$ cat src/hdl/dma_pkg.sv
// shared types, constants and codes of the decimated moving average
`default_nettype none

package dma_pkg;

  // fixed field widths
  localparam int SAMPLE_BITS = 16;
  localparam int GROUP_W     = 8;
  localparam int WLEN_W      = 7;
  localparam int MINF_W      = 7;
  localparam int FILL_W      = 7;
  localparam int CFG_W       = 8;
  localparam int CFG_IDX_W   = 2;

  // default for the top level parameter
  localparam int WINDOW_DEPTH_DEF = 64;

  // register indexes
  localparam logic [CFG_IDX_W-1:0] REG_GROUP_SIZE    = 2'd0;
  localparam logic [CFG_IDX_W-1:0] REG_WINDOW_LENGTH = 2'd1;
  localparam logic [CFG_IDX_W-1:0] REG_MIN_FILL      = 2'd2;

  // register reset values
  localparam logic [GROUP_W-1:0] GROUP_SIZE_RST    = 8'd1;
  localparam logic [WLEN_W-1:0]  WINDOW_LENGTH_RST = 7'd64;
  localparam logic [MINF_W-1:0]  MIN_FILL_RST      = 7'd1;

  // request operation codes
  localparam logic OP_READING = 1'b0;
  localparam logic OP_CLEAR   = 1'b1;

  typedef struct packed {
    logic                   operation;
    logic [SAMPLE_BITS-1:0] sample;
  } in_item_t;

  typedef struct packed {
    logic [SAMPLE_BITS-1:0] average;
    logic [FILL_W-1:0]      fill_level;
  } out_item_t;

  typedef struct packed {
    logic busy;
    logic done;
  } div_stat_t;

  typedef enum logic [2:0] {
    ST_IDLE,
    ST_GDIV,
    ST_READ,
    ST_UPDATE,
    ST_WDIV
  } dma_state_t;

endpackage

`default_nettype wire

$ cat src/hdl/decimated_moving_average.sv
// top level: group decimator feeding a ring-buffer moving average
//
//   channel  direction  handshake               payload
//   in_      input      in_valid / in_ready     in_item_t  (operation, sample)
//   out_     output     out_valid / out_ready   out_item_t (average, fill_level)
//   cfg_     input      cfg_we                  cfg_index, cfg_wdata
//
// a clear or a reading that leaves its group open is handled in ST_IDLE alone;
// a reading that reaches the window goes through ST_READ and ST_UPDATE, then ST_WDIV
// once the fill reaches min_fill; one that closes a group first passes ST_GDIV for
// the group mean; one serial divider (DIV_W = 24 bits by default) serves both means
// synchronous active-low reset; ring entries at or above the written mark read as zero,
// so no clearing pass is needed; a full output register holds the next result back
`default_nettype none

module decimated_moving_average
  import dma_pkg::*;
#(
  parameter int WINDOW_DEPTH = WINDOW_DEPTH_DEF
) (
  input  wire logic                 clk,
  input  wire logic                 rst_n,
  input  wire logic                 in_valid,
  output logic                      in_ready,
  input  wire in_item_t             in_data,
  output logic                      out_valid,
  input  wire logic                 out_ready,
  output out_item_t                 out_data,
  input  wire logic                 cfg_we,
  input  wire logic [CFG_IDX_W-1:0] cfg_index,
  input  wire logic [CFG_W-1:0]     cfg_wdata
);

  localparam int PTR_W  = (WINDOW_DEPTH > 1) ? $clog2(WINDOW_DEPTH) : 1;
  localparam int CNT_W  = $clog2(WINDOW_DEPTH + 1);
  localparam int LEN_W  = (WLEN_W > CNT_W) ? WLEN_W : CNT_W;
  localparam int SUM_W  = SAMPLE_BITS + $clog2(WINDOW_DEPTH);
  localparam int GS_W   = SAMPLE_BITS + GROUP_W;
  localparam int DIV_W  = (GS_W > SUM_W) ? GS_W : SUM_W;

  // configuration
  logic [GROUP_W-1:0] group_size_r;
  logic [WLEN_W-1:0]  window_length_r;
  logic [MINF_W-1:0]  min_fill_r;

  // running state
  dma_state_t         state_r, state_nxt;
  logic [GS_W-1:0]    gsum_r, gsum_nxt;
  logic [GROUP_W-1:0] gcnt_r, gcnt_nxt;
  logic [SUM_W-1:0]   wsum_r, wsum_nxt;
  logic [PTR_W-1:0]   wptr_r, wptr_nxt;
  logic [CNT_W-1:0]   hwm_r, hwm_nxt;
  logic [FILL_W-1:0]  fill_r, fill_nxt;
  logic [SAMPLE_BITS-1:0] val_r, val_nxt;
  logic               out_valid_r, out_valid_nxt;
  out_item_t          out_data_r, out_data_nxt;

  // ram and divider hookup
  logic                   ram_we;
  logic                   ram_re;
  logic [SAMPLE_BITS-1:0] ram_rdata;
  logic                   div_start;
  logic [DIV_W-1:0]       div_dividend;
  logic [GROUP_W-1:0]     div_divisor;
  logic [DIV_W-1:0]       div_quo;
  div_stat_t              div_stat;

  // combinational helpers
  logic [LEN_W-1:0]       eff_len;
  logic [LEN_W-1:0]       slot_inc;
  logic [SAMPLE_BITS-1:0] old_val;
  logic [SUM_W-1:0]       sum_upd;
  logic [FILL_W-1:0]      fill_upd;
  logic [GS_W-1:0]        gsum_add;
  logic [GROUP_W-1:0]     gcnt_inc;
  logic                   in_acc;
  logic                   out_load;

  always_ff @(posedge clk) begin
    if (!rst_n) begin
      group_size_r    <= GROUP_SIZE_RST;
      window_length_r <= WINDOW_LENGTH_RST;
      min_fill_r      <= MIN_FILL_RST;
    end else if (cfg_we) begin
      case (cfg_index)
        REG_GROUP_SIZE:    group_size_r    <= cfg_wdata[GROUP_W-1:0];
        REG_WINDOW_LENGTH: window_length_r <= cfg_wdata[WLEN_W-1:0];
        REG_MIN_FILL:      min_fill_r      <= cfg_wdata[MINF_W-1:0];
        default: ;
      endcase
    end
  end

  // window length of zero acts as one, above the depth as the depth
  always_comb begin
    if (window_length_r == '0) begin
      eff_len = LEN_W'(1);
    end else if (LEN_W'(window_length_r) > LEN_W'(WINDOW_DEPTH)) begin
      eff_len = LEN_W'(WINDOW_DEPTH);
    end else begin
      eff_len = LEN_W'(window_length_r);
    end
  end

  assign in_ready = (state_r == ST_IDLE);
  assign in_acc   = in_valid && in_ready;
  assign gsum_add = gsum_r + GS_W'(in_data.sample);
  assign gcnt_inc = gcnt_r + GROUP_W'(1);

  // entries at or past the written mark read as zero, whatever the ram holds there
  assign old_val  = (LEN_W'(wptr_r) < LEN_W'(hwm_r)) ? ram_rdata : '0;
  assign sum_upd  = wsum_r - SUM_W'(old_val) + SUM_W'(val_r);
  assign slot_inc = LEN_W'(wptr_r) + LEN_W'(1);
  assign fill_upd = (LEN_W'(fill_r) < eff_len) ? fill_r + FILL_W'(1) : fill_r;
  assign out_load = (state_r == ST_WDIV) && div_stat.done && (!out_valid_r || out_ready);

  always_comb begin
    state_nxt     = state_r;
    gsum_nxt      = gsum_r;
    gcnt_nxt      = gcnt_r;
    wsum_nxt      = wsum_r;
    wptr_nxt      = wptr_r;
    hwm_nxt       = hwm_r;
    fill_nxt      = fill_r;
    val_nxt       = val_r;
    out_valid_nxt = out_valid_r && !out_ready;
    out_data_nxt  = out_data_r;
    ram_we        = 1'b0;
    ram_re        = 1'b0;
    div_start     = 1'b0;
    div_dividend  = DIV_W'(sum_upd);
    div_divisor   = GROUP_W'(fill_upd);

    case (state_r)
      ST_IDLE: begin
        div_dividend = DIV_W'(gsum_add);
        div_divisor  = gcnt_inc;
        if (in_acc) begin
          if (in_data.operation == OP_CLEAR) begin
            gsum_nxt = '0;
            gcnt_nxt = '0;
            wsum_nxt = '0;
            wptr_nxt = '0;
            hwm_nxt  = '0;
            fill_nxt = '0;
          end else if (group_size_r > GROUP_W'(1)) begin
            if (gcnt_inc < group_size_r || gcnt_inc == '0) begin
              gsum_nxt = gsum_add;
              gcnt_nxt = gcnt_inc;
            end else begin
              // group full: mean over the actual count
              gsum_nxt  = '0;
              gcnt_nxt  = '0;
              div_start = 1'b1;
              state_nxt = ST_GDIV;
            end
          end else begin
            val_nxt   = in_data.sample;
            state_nxt = ST_READ;
          end
        end
      end
      ST_GDIV: begin
        if (div_stat.done) begin
          val_nxt   = div_quo[SAMPLE_BITS-1:0];
          state_nxt = ST_READ;
        end
      end
      ST_READ: begin
        ram_re    = 1'b1;
        state_nxt = ST_UPDATE;
      end
      ST_UPDATE: begin
        ram_we   = 1'b1;
        wsum_nxt = sum_upd;
        wptr_nxt = (slot_inc >= eff_len) ? '0 : PTR_W'(slot_inc);
        if (LEN_W'(wptr_r) == LEN_W'(hwm_r)) begin
          hwm_nxt = hwm_r + CNT_W'(1);
        end
        fill_nxt = fill_upd;
        if (fill_upd < FILL_W'(min_fill_r)) begin
          state_nxt = ST_IDLE;
        end else begin
          div_start = 1'b1;
          state_nxt = ST_WDIV;
        end
      end
      ST_WDIV: begin
        if (out_load) begin
          out_valid_nxt           = 1'b1;
          out_data_nxt.average    = div_quo[SAMPLE_BITS-1:0];
          out_data_nxt.fill_level = fill_r;
          state_nxt               = ST_IDLE;
        end
      end
      default: begin
        state_nxt = ST_IDLE;
      end
    endcase
  end

  always_ff @(posedge clk) begin
    if (!rst_n) begin
      state_r     <= ST_IDLE;
      gsum_r      <= '0;
      gcnt_r      <= '0;
      wsum_r      <= '0;
      wptr_r      <= '0;
      hwm_r       <= '0;
      fill_r      <= '0;
      out_valid_r <= 1'b0;
    end else begin
      state_r     <= state_nxt;
      gsum_r      <= gsum_nxt;
      gcnt_r      <= gcnt_nxt;
      wsum_r      <= wsum_nxt;
      wptr_r      <= wptr_nxt;
      hwm_r       <= hwm_nxt;
      fill_r      <= fill_nxt;
      out_valid_r <= out_valid_nxt;
    end
  end

  always_ff @(posedge clk) begin
    val_r      <= val_nxt;
    out_data_r <= out_data_nxt;
  end

  assign out_valid = out_valid_r;
  assign out_data  = out_data_r;

  dma_ram #(
    .WIDTH (SAMPLE_BITS),
    .DEPTH (WINDOW_DEPTH)
  ) u_ring (
    .clk   (clk),
    .we    (ram_we),
    .waddr (wptr_r),
    .wdata (val_r),
    .re    (ram_re),
    .raddr (wptr_r),
    .rdata (ram_rdata)
  );

  dma_div #(
    .DVD_W (DIV_W),
    .DVS_W (GROUP_W)
  ) u_div (
    .clk      (clk),
    .rst_n    (rst_n),
    .start    (div_start),
    .dividend (div_dividend),
    .divisor  (div_divisor),
    .stat     (div_stat),
    .quotient (div_quo)
  );

  // the divider is never running while a new request can come in
  assert property (@(posedge clk) disable iff (!rst_n)
    in_ready |-> !div_stat.busy)
    else $error("divider busy while accepting a request");

  // the write pointer never runs past the written mark of the ring
  assert property (@(posedge clk) disable iff (!rst_n)
    LEN_W'(wptr_r) <= LEN_W'(hwm_r))
    else $error("write pointer beyond written entries");

  // a closed group restarts before its mean is taken
  assert property (@(posedge clk) disable iff (!rst_n)
    (state_r == ST_GDIV) |-> (gcnt_r == '0 && gsum_r == '0))
    else $error("group state not restarted");

  // a loaded result always counts at least one entry
  assert property (@(posedge clk) disable iff (!rst_n)
    out_load |=> (out_valid && out_data.fill_level != '0))
    else $error("result loaded with empty window");

endmodule

`default_nettype wire

$ cat src/hdl/dma_ram.sv
// generic single write port ram with registered read
`default_nettype none

module dma_ram #(
  parameter int WIDTH = 16,
  parameter int DEPTH = 64,
  localparam int AW = (DEPTH > 1) ? $clog2(DEPTH) : 1
) (
  input  wire logic             clk,
  input  wire logic             we,
  input  wire logic [AW-1:0]    waddr,
  input  wire logic [WIDTH-1:0] wdata,
  input  wire logic             re,
  input  wire logic [AW-1:0]    raddr,
  output logic      [WIDTH-1:0] rdata
);

  logic [WIDTH-1:0] mem_r [DEPTH];
  logic [WIDTH-1:0] rdata_r;

  always_ff @(posedge clk) begin
    if (we) begin
      mem_r[waddr] <= wdata;
    end
    if (re) begin
      rdata_r <= mem_r[raddr];
    end
  end

  assign rdata = rdata_r;

endmodule

`default_nettype wire

$ cat src/hdl/dma_div.sv
// restoring serial divider, one quotient bit per cycle
`default_nettype none

module dma_div
  import dma_pkg::*;
#(
  parameter int DVD_W = 24,
  parameter int DVS_W = 8
) (
  input  wire logic             clk,
  input  wire logic             rst_n,
  input  wire logic             start,
  input  wire logic [DVD_W-1:0] dividend,
  input  wire logic [DVS_W-1:0] divisor,
  output div_stat_t             stat,
  output logic      [DVD_W-1:0] quotient
);

  localparam int CNT_W = $clog2(DVD_W + 1);

  logic [DVD_W-1:0] quo_r;
  logic [DVS_W-1:0] rem_r;
  logic [DVS_W-1:0] dvs_r;
  logic [CNT_W-1:0] cnt_r;
  logic             busy_r;
  logic             done_r;

  logic [DVS_W:0] trial;
  logic [DVS_W:0] diff;
  logic           fits;

  // shift in the next dividend bit and try to subtract
  assign trial = {rem_r, quo_r[DVD_W-1]};
  assign fits  = trial >= {1'b0, dvs_r};
  assign diff  = trial - {1'b0, dvs_r};

  always_ff @(posedge clk) begin
    if (!rst_n) begin
      busy_r <= 1'b0;
      done_r <= 1'b0;
      cnt_r  <= '0;
    end else if (start) begin
      busy_r <= 1'b1;
      done_r <= 1'b0;
      cnt_r  <= CNT_W'(DVD_W);
    end else if (busy_r) begin
      cnt_r <= cnt_r - CNT_W'(1);
      if (cnt_r == CNT_W'(1)) begin
        busy_r <= 1'b0;
        done_r <= 1'b1;
      end
    end
  end

  always_ff @(posedge clk) begin
    if (start) begin
      quo_r <= dividend;
      rem_r <= '0;
      dvs_r <= divisor;
    end else if (busy_r) begin
      quo_r <= {quo_r[DVD_W-2:0], fits};
      rem_r <= fits ? diff[DVS_W-1:0] : trial[DVS_W-1:0];
    end
  end

  assign stat.busy = busy_r;
  assign stat.done = done_r;
  assign quotient  = quo_r;

endmodule

`default_nettype wire

$ cat config.mk
export PLATFORM = sky130hd
export DESIGN_NAME = decimated_moving_average
export DESIGN_NICKNAME = d
export VERILOG_FILES = /design/src/hdl/dma_pkg.sv /design/src/hdl/decimated_moving_average.sv /design/src/hdl/dma_ram.sv /design/src/hdl/dma_div.sv
export SDC_FILE = /design/constraint.sdc
export NUM_CORES = 1
export LEC_CHECK = 0
export BUFFER_PORTS_ARGS = -buffer_cell sky130_fd_sc_hd__buf_2
export CORE_MARGIN = 2
export CORE_UTILIZATION = 30
export DETAILED_ROUTE_END_ITERATION = 10
export PLACE_DENSITY = 0.43
export SETUP_SLACK_MARGIN = 0.4
export SLEW_MARGIN = 20
export SYNTH_ARGS = -nofsm -noshare
export SYNTH_HDL_FRONTEND = slang
export SYNTH_SLANG_ARGS = --single-unit
$ cat constraint.sdc
create_clock -name clk -period 4.09 [get_ports clk]
set_clock_uncertainty 0.1 [all_clocks]
set_input_delay 0.818 -clock clk [delete_from_list [all_inputs] [get_ports clk]]
set_output_delay 0.818 -clock clk [all_outputs]
set_load 0.05 [all_outputs]
==> reports/metrics.cfg, run 1 <==
[worst_setup_path]
path_buf_inv = 2
crit_family = compound AO/OA/AOI/OAI gates
rr_startpoint = hwm_r[1]
critPathMaxStageDelay_ns = 0.49
reg2reg_depth = 18
reg2reg_setup_slack_ns = -0.20
cp-end-kind = flop
crit_path_start_kind = flop
crit_arrival_ns = 4.78
worstReg2RegEnd = u_div.quotient[21]
critPathSlowestCell = fa_1
cp.depth = 18
crit_chain = inv_1, ha_4, a21o_1, a21oi_2, o22a_4, and2_4, fa_1, inv_2, ha_4, a21o_1, a221o_1, a21o_1, a211oi_4, o31ai_2, a21oi_2, xnor2_2, mux2_4, a311oi_2
required_ns = 4.58
crit_end = u_div.quotient[21]
critPathMaxFanout = 7
crit_path_start = hwm_r[1]
cp_common_cell = a21o_1
critPathKind = reg2reg

[die]
die_h_um = 408
fp-row-count = 148
core_area_mm2 = 0.163
start_util = 0.302
die_x_um = 408
die_area_mm2 = 0.167
num_io_pins = 57

[clocking]
cts_hold_buf = 0
cts_buffers = 137
htreeDepth = 4
clk_latency_ns = 0.76
cts_tree = yes
cts_sinks = 1226
root_buffer = clkbuf_16
cts_buffer_depth = 3
clkTransAtPathRegs_ns = 0.06

[global_route]
grt_util_all_layers = 0.184
grt-ovfl-total = 0
grt_pass1_vias = 30500
antenna_found_initial = 2
grt_max_degree = 65
grt_first_pass_wirelength_um = 224000

[drt]
viasPerCell = 5.18
first_iter_violations = 2712
dr_total_vias = 30400
drcViolationCount = 0
dr.pass1.iters = 6
postRouteAntennaNets = 0
wl_per_cell_um = 26.6
wirelength_um = 156000

[finish]
seq_area_mm2 = 0.0357
layout-drive-gt1-share = 0.230
mostFrequentLayoutCells = 1111 x edfxtp_1, 405 x a22oi_1, 286 x buf_4, 141 x clkbuf_16, 113 x inv_1
fin_cells = 5876
areaGrowthSynthToFinish_pct = 22.0
nNetsFinal = 3732
n_fill_cell = 15600
final_cell_area_mm2 = 0.0599
multiInputGateArea_mm2 = 0.0134
mostFrequentLayoutCell = edfxtp_1
diodes = 0

[synth]
yosysUniqueCellTypes = 81
synth_ff_type = edfxtp_1
synth_area_mm2 = 0.0490
syn_nets = 3380
synth_edf_count = 1111
synthTopCellsByArea = edfxtp_1 68%, a22oi_1 6.3%, dfxtp_1 4.7%, ha_1 2.1%, a221oi_1 1.2%
yosys_warnings = 0
synth_top_area_cell = edfxtp_1
ys_async_sr_fraction = 0
syn_inst = 3246
synth_seq_area_share = 0.727
syn_area_per_cell_um2 = 15.1
ys_seq_elements = 1226
synth_top_cell_area_share = 0.680

[timing]
holdWs_ns = 0.253
clock.fmax_ghz = 0.233
finalCritPeriodShare = 1.05
period_minus_slack_ns = 4.29
setup_ws_ns = -0.199
finalHoldViolations = 0
finalSetupTns_ns = -0.289
final-max-slew-violation-count = 0
setup_viol_count_final = 6
tightest_slew_ns = 1.17
rsz0062_at_grt = true
slew-limit-headroom = 0.210

[place]
dp_hpwl_um = 93800
port_buffers = 56
place_inst = 5586
gp_congestion = 0.788
postPlaceCellArea_mm2 = 0.0543

[flow_run]
maxCapViolations = 0

[power]
ir_worst_vdd_v = 0.000417
p_per_area_mw_per_mm2 = 541
leakage_nw = 19.7
finalPower_w = 0.0324

[run_status]
violations = setup timing
status = complete, but fails checks

[hold_path]
hp-class = in2reg

[cell usage after synthesis (8+ instances only)]
library cell and instances:
a211oi_1 18, a21o_1 36, a21oi_1 101, a221oi_1 70, a22o_1 70, a22oi_1 410, a31oi_1 71, a41oi_1 30
and2_1 29, buf_1 32, buf_2 13, clkbuf_1 143, dfxtp_1 115, edfxtp_1 1111, fa_1 18, ha_1 84
inv_1 124, mux2_2 17, mux2i_1 23, nand2_1 98, nand2b_1 8, nand3_1 36, nand4_1 37, nor2_1 160
nor2b_1 82, nor3_1 21, nor3b_1 9, nor4_1 20, o21ai_0 42, o21ai_1 17, o21bai_1 10, xnor2_1 44
xor2_1 23
[worst min path at each step]
stage / from / endpoint / slack [ns] / cells past startpoint
final: out_ready / out_valid / 0.25 / 3
after global routing: cfg_wdata[3] / min_fill_r[3] / 0.24 / 3
after CTS: out_ready / out_valid / 0.20 / 3
after detailed placement: u_div.quotient[4] / out_data[11] / 0.38 / 0
after global placement: u_div.quotient[4] / out_data[11] / 0.37 / 0
after floorplan: u_div.quotient[9] / out_data[16] / 0.34 / 0
[state kept, by name, indices dropped and copies added, names as in the netlist, 5 cells and up]
name / count
u_ring.mem_r: 1024
wptr_r: 6
u_ring.rdata: 16
gsum_r: 24
gcnt_r: 8
u_div.cnt_r: 5
min_fill_r: 7
group_size_r: 8
fill_r: 7
hwm_r: 7
val_r: 16
u_div.rem_r: 8
wsum_r: 22
u_div.dvs_r: 8
out_data: 23
window_length_r: 7
u_div.quotient: 24
[worst register-to-register path, delay by kind of cell, from the launching register on]
kind | cells | cell delay, ns
AOI/OAI and AO/OA | 10 | 2.02
buffers and inverters | 2 | 0.10
and+or+nand+nor | 1 | 0.15
DFF | 1 | 0.32
xor gates and xnor gates | 1 | 0.15
muxes | 1 | 0.32
adders and majority gates | 3 | 0.96
[final cells by class]
type | instances | share of cell area
Clock buffer | 182 | 0.0613
Clock inverter | 60 | 0.00913
Sequential cell | 1226 | 0.596
Inverter | 126 | 0.00815
Tap cell | 2175 | 0.0455
Multi-Input combinational cell | 1706 | 0.223
Timing Repair Buffer | 401 | 0.0564
[routing by layer]
metal / global-route usage / routed length (µm)
met4: 0.0384 / 2600
met3: 0.0247 / 6790
met1: 0.257 / 71800
met5: 0 / 0
met2: 0.304 / 74900
[power by group]
part           total (W)  leakage [nW]  internal, W  switching, W
combinational    0.00585          6.74      0.00244       0.00341
clock             0.0118          2.05      0.00672       0.00511
sequential        0.0147          10.9       0.0146      0.000147
total             0.0324          19.7       0.0237       0.00866
[repair_timing]
item | in CTS | in global routing
buffers inserted | 19 | 24
endpoints found under the setup margin | 84 | 86
cloned | 3 | 2
gates resized for setup | 72 | 133
pin swaps | 40 | 95
[through the flow]
stage,util,worst slack [ns]
6_report,0.368,-0.199
5_1_grt,0.368,-0.327
4_1_cts,0.363,-0.193
3_5_place_dp,0.334,-0.469
3_3_place_gp,0.334,-0.428
2_1_floorplan,-,-0.100
[cell families (layout without fill, tap and decap cells)]
family          Yosys count  after routing  share of synthesized area
flops                  1226           1226                      0.727
compound gates          944            944                      0.141
simple gates            544            547                     0.0566
buf+inv                 317            769                     0.0249
fa+ha+maj               102            102                     0.0288
xor+xnor                 67             67                     0.0120
mux                      46             46                     0.0101
Note: power is estimated with default switching activity, not from simulation.
==> inputs of run 2 (changes only) <==
--- a/config.mk
+++ b/config.mk
@@ -5,9 +5,12 @@
 export SDC_FILE = /design/constraint.sdc
 export NUM_CORES = 1
 export LEC_CHECK = 0
+export ABC_AREA = 1
 export BUFFER_PORTS_ARGS = -buffer_cell sky130_fd_sc_hd__buf_2
+export CAP_MARGIN = 0
 export CORE_MARGIN = 2
 export CORE_UTILIZATION = 30
+export CTS_CLUSTER_DIAMETER = 120
 export DETAILED_ROUTE_END_ITERATION = 10
 export PLACE_DENSITY = 0.43
 export SETUP_SLACK_MARGIN = 0.4
==> run 2 against run 1 <==
  * The run now ends clean
  * Worst setup slack improved by 0.43 ns
  * Critical endpoint is now u_div.quotient[18]
  * Highest routed layer unchanged
  * Hold slack got worse by 0.041 ns
  * Register-to-register slack improved by 0.43 ns
  * Critical path depth increased by 4
  * Largest power group unchanged
  * Wire length increased by 1.1%
  * Clock-buffer cell count increased by 5
  * Final cell count increased by 10%
  * Largest cell class unchanged
  * Clock power about the same
  * Utilization decreased by 0.66 points
==> reports/metrics.cfg, run 2 <==
[run_status]
status = complete, no violations

[drt]
dr.pass1.iters = 5  ; -1
postRouteAntennaNets = 0  ; unchanged
drcViolationCount = 0  ; unchanged
dr_total_vias = 31900  ; +4.8%
first_iter_violations = 2755  ; +1.6%
wl_per_cell_um = 24.4  ; -8.0%
viasPerCell = 4.93  ; -4.7%
wirelength_um = 158000  ; +1.1%

[die]
core_area_mm2 = 0.165  ; +1.2%
start_util = 0.301  ; -0.000408
num_io_pins = 57  ; unchanged
die_h_um = 411  ; +0.55%
fp-row-count = 149  ; +0.68%
die_area_mm2 = 0.169  ; +1.1%
die_x_um = 411  ; +0.55%

[timing]
finalHoldViolations = 0  ; unchanged
period_minus_slack_ns = 3.86  ; -0.433 ns
rsz0062_at_grt = true
final-max-slew-violation-count = 0  ; unchanged
tightest_slew_ns = 0.991  ; -0.183 ns
setup_viol_count_final = 0  ; -6
slew-limit-headroom = 0.339  ; +0.129
finalSetupTns_ns = 0  ; +0.289 ns
finalCritPeriodShare = 0.943  ; -0.106
clock.fmax_ghz = 0.259  ; +11%

[place]
dp_hpwl_um = 95800  ; +2.1%
port_buffers = 56  ; unchanged
gp_congestion = 0.823  ; +4.5%

[hold_path]
hp-class = in2reg
min_to = out_valid
min-delay-start = out_ready
whs_path_depth = 4  ; +1

[global_route]
grt_util_all_layers = 0.186  ; +0.00180
grt-ovfl-total = 0  ; unchanged
grt_use_met2 = 0.299  ; -0.00482
grt_max_degree = 70  ; +7.7%
grt_pass1_vias = 31300  ; +2.8%
grt_first_pass_wirelength_um = 228000  ; +1.5%
grt_busiest_layer = met2
grt_use_met3 = 0.0261  ; +0.00145
antenna_found_initial = 5  ; +3
grtUsageMet1 = 0.263  ; +0.00594

[worst_setup_path]
reg2reg_setup_slack_ns = 0.23  ; +0.43 ns
crit_path_start = hwm_r[2]
crit_path_start_kind = flop
crit_arrival_ns = 4.30  ; -0.48 ns
required_ns = 4.53  ; -0.05 ns
worstReg2RegEnd = u_div.quotient[18]
critPathKind = reg2reg
cp-end-kind = flop
critPathMaxStageDelay_ns = 0.49  ; about the same
path_buf_inv = 5  ; +3
reg2reg_depth = 22  ; +4
crit_family = adder cells
critPathSlowestCell = fa_1
critPathMaxFanout = 7  ; unchanged
crit_chain = inv_4, ha_4, nand2_1, o21a_1, o221ai_4, buf_12, buf_16, buf_12, nor2_4, fa_1, inv_2, fa_2, nand3_2, nand2_2, a21oi_4, o21ai_2, a21o_1, or2_4, nand3_2, nand2_1, nand2_1, nand2_1
cp_common_cell = nand2_1
rr_startpoint = hwm_r[2]

[finish]
areaGrowthSynthToFinish_pct = 20.0
largest_reg_flops = 1024  ; unchanged
layout-drive-gt1-share = 0.168  ; -0.0615
mostFrequentLayoutCell = edfxtp_1
nNetsFinal = 4294  ; +15%
mostFrequentLayoutCells = 1111 x edfxtp_1, 917 x nand2_1, 233 x inv_1, 210 x buf_4, 153 x nand4_1
utilization = 0.362  ; -0.00656
regMostFlops = u_ring.mem_r

[synth]
synth_seq_area_share = 0.719  ; -0.00800
yosys_warnings = 0  ; unchanged
syn_area_per_cell_um2 = 12.8  ; -15%
syn_inst = 3878  ; +19%
synth_top_area_cell = edfxtp_1
synth_top_cell_area_share = 0.673  ; -0.00748
yosysMostFrequentCell = edfxtp_1
syn_nets = 4012  ; +19%
ys_seq_elements = 1226  ; unchanged
synth_ff_type = edfxtp_1
synth_edf_count = 1111  ; unchanged
yosysUniqueCellTypes = 51  ; -37%
synth_area_mm2 = 0.0496  ; +1.1%
synth_common_cells = 1111 x edfxtp_1, 934 x nand2_1, 250 x inv_1, 173 x nor2_1, 170 x a21oi_1
synthTopCellsByArea = edfxtp_1 67%, nand2_1 7.1%, dfxtp_1 4.6%, a22oi_1 2.3%, ha_1 2.1%
ys_async_sr_fraction = 0  ; unchanged

[clocking]
cts_tree = yes
clk_latency_ns = 0.78  ; +0.02 ns
htreeDepth = 4  ; unchanged
root_buffer = clkbuf_16
cts_sinks = 1226  ; unchanged
clkTransAtPathRegs_ns = 0.06  ; about the same
cts_buffer_depth = 3  ; unchanged
cts_buffers = 142  ; +3.6%

[flow_run]
maxCapViolations = 0  ; unchanged

[power]
p_seq_frac = 0.445  ; -0.009
p_per_area_mw_per_mm2 = 567  ; +4.8%
p_int_w = 0.0238  ; +0.48%
switching_share = 0.294  ; +0.0265
clockPowerShare = 0.353  ; -0.012
pwr-share-comb = 0.203  ; +0.022
leakage_nw = 20.5  ; +3.8%
ir_worst_vdd_v = 0.000357  ; -14%
switchingPower_w = 0.00993  ; +15%

==> run 2: cell count changes after synthesis, sizes merged, moves of 72 or more <==
cell,previous run,this run
nand2,98,938
nor2b,83,0
inv,126,264
a22oi,410,150
nand3,36,108
nand4,40,153
==> run 2: how the worst max path moves through the flow <==
stage / end / slack (ns) / depth (start not counted)
after global placement: u_div.quotient[18] / 0.08 / 20
after detailed placement: u_div.quotient[17] / 0.001 / 22
final: u_div.quotient[18] / 0.23 / 22
after global routing: u_div.quotient[21] / 0.06 / 22
after CTS: u_div.quotient[17] / 0.31 / 24
after floorplan: u_div.quotient[17] / 0.37 / 23
==> run 2: through the flow <==
stage               cells  total power, W  hold slack (ns)  area (µm²)  worst slack [ns]
floorplan            3878          0.0183            0.329       49600             0.367
global route         6457          0.0351            0.213       59500            0.0638
global placement     6182          0.0206            0.354       54200            0.0769
detailed placement   6182          0.0206            0.356       54200           0.00129
finish               6461          0.0338            0.211       59500             0.234
CTS                  6447          0.0335            0.163       59100             0.306
==> run 2: per-layer routing <==
metal | wire [µm] | vias to the layer above | share of wire
li1 | - | 14800 | -
met1 | 72900 | 16100 | 0.46
met2 | 73600 | 864 | 0.47
met3 | 7960 | 181 | 0.050
met4 | 3250 | 0 | 0.021
met5 | 0 | - | 0
==> run 2: cell families (layout without fill, tap and decap cells) <==
logic type,Yosys count,count (layout),synth area share
and+or+nand+nor,1431,1431,0.122
buffers and inverters,430,820,0.0342
xor gates and xnor gates,50,50,0.00883
other,0,4,0
DFF,1226,1226,0.719
adders and majority gates,102,102,0.0285
AOI/OAI and AO/OA,639,639,0.0876
==> run 2: worst reg2reg max path, stage by stage, from the launching register on <==
cell and delay [ns]:
dfxtp_2 0.33, inv_4 0.05, ha_4 0.26, nand2_1 0.04, o21a_1 0.20, o221ai_4 0.22, buf_12 0.15, buf_16 0.13
buf_12 0.11, nor2_4 0.03, fa_1 0.49, inv_2 0.06, fa_2 0.35, nand3_2 0.07, nand2_2 0.07, a21oi_4 0.21
o21ai_2 0.09, a21o_1 0.20, or2_4 0.26, nand3_2 0.06, nand2_1 0.05, nand2_1 0.06, nand2_1 0.04
==> run 2: timing repair <==
action | CTS | global route
hold buffers | 0 | 0
pin swaps | 37 | 35
endpoints found under the setup margin | 56 | 78
cloned | 1 | 0
hold endpoints to repair | 0 | 0
buffers inserted | 12 | 10
gates resized for setup | 110 | 78
==> run 2: final cells by class <==
cell class	count	area, µm²
antenna	4	10.0
clock buffer	187	3760
clock inverter	65	553
timing repair buffer	300	2500
tap	2189	2740
inverter	268	1050
sequential	1226	35700
fill	16000	105000
multi-input combinational	2222	13200
==> run 2: power by group through the flow <==
stage | logic (W) | registers, W | clock network (W)
global route | 0.00749 | 0.0150 | 0.0126
floorplan | 0.00272 | 0.0156 | 0
detailed placement | 0.00531 | 0.0153 | 0
finish | 0.00685 | 0.0150 | 0.0119
CTS | 0.00630 | 0.0150 | 0.0122
global placement | 0.00531 | 0.0153 | 0
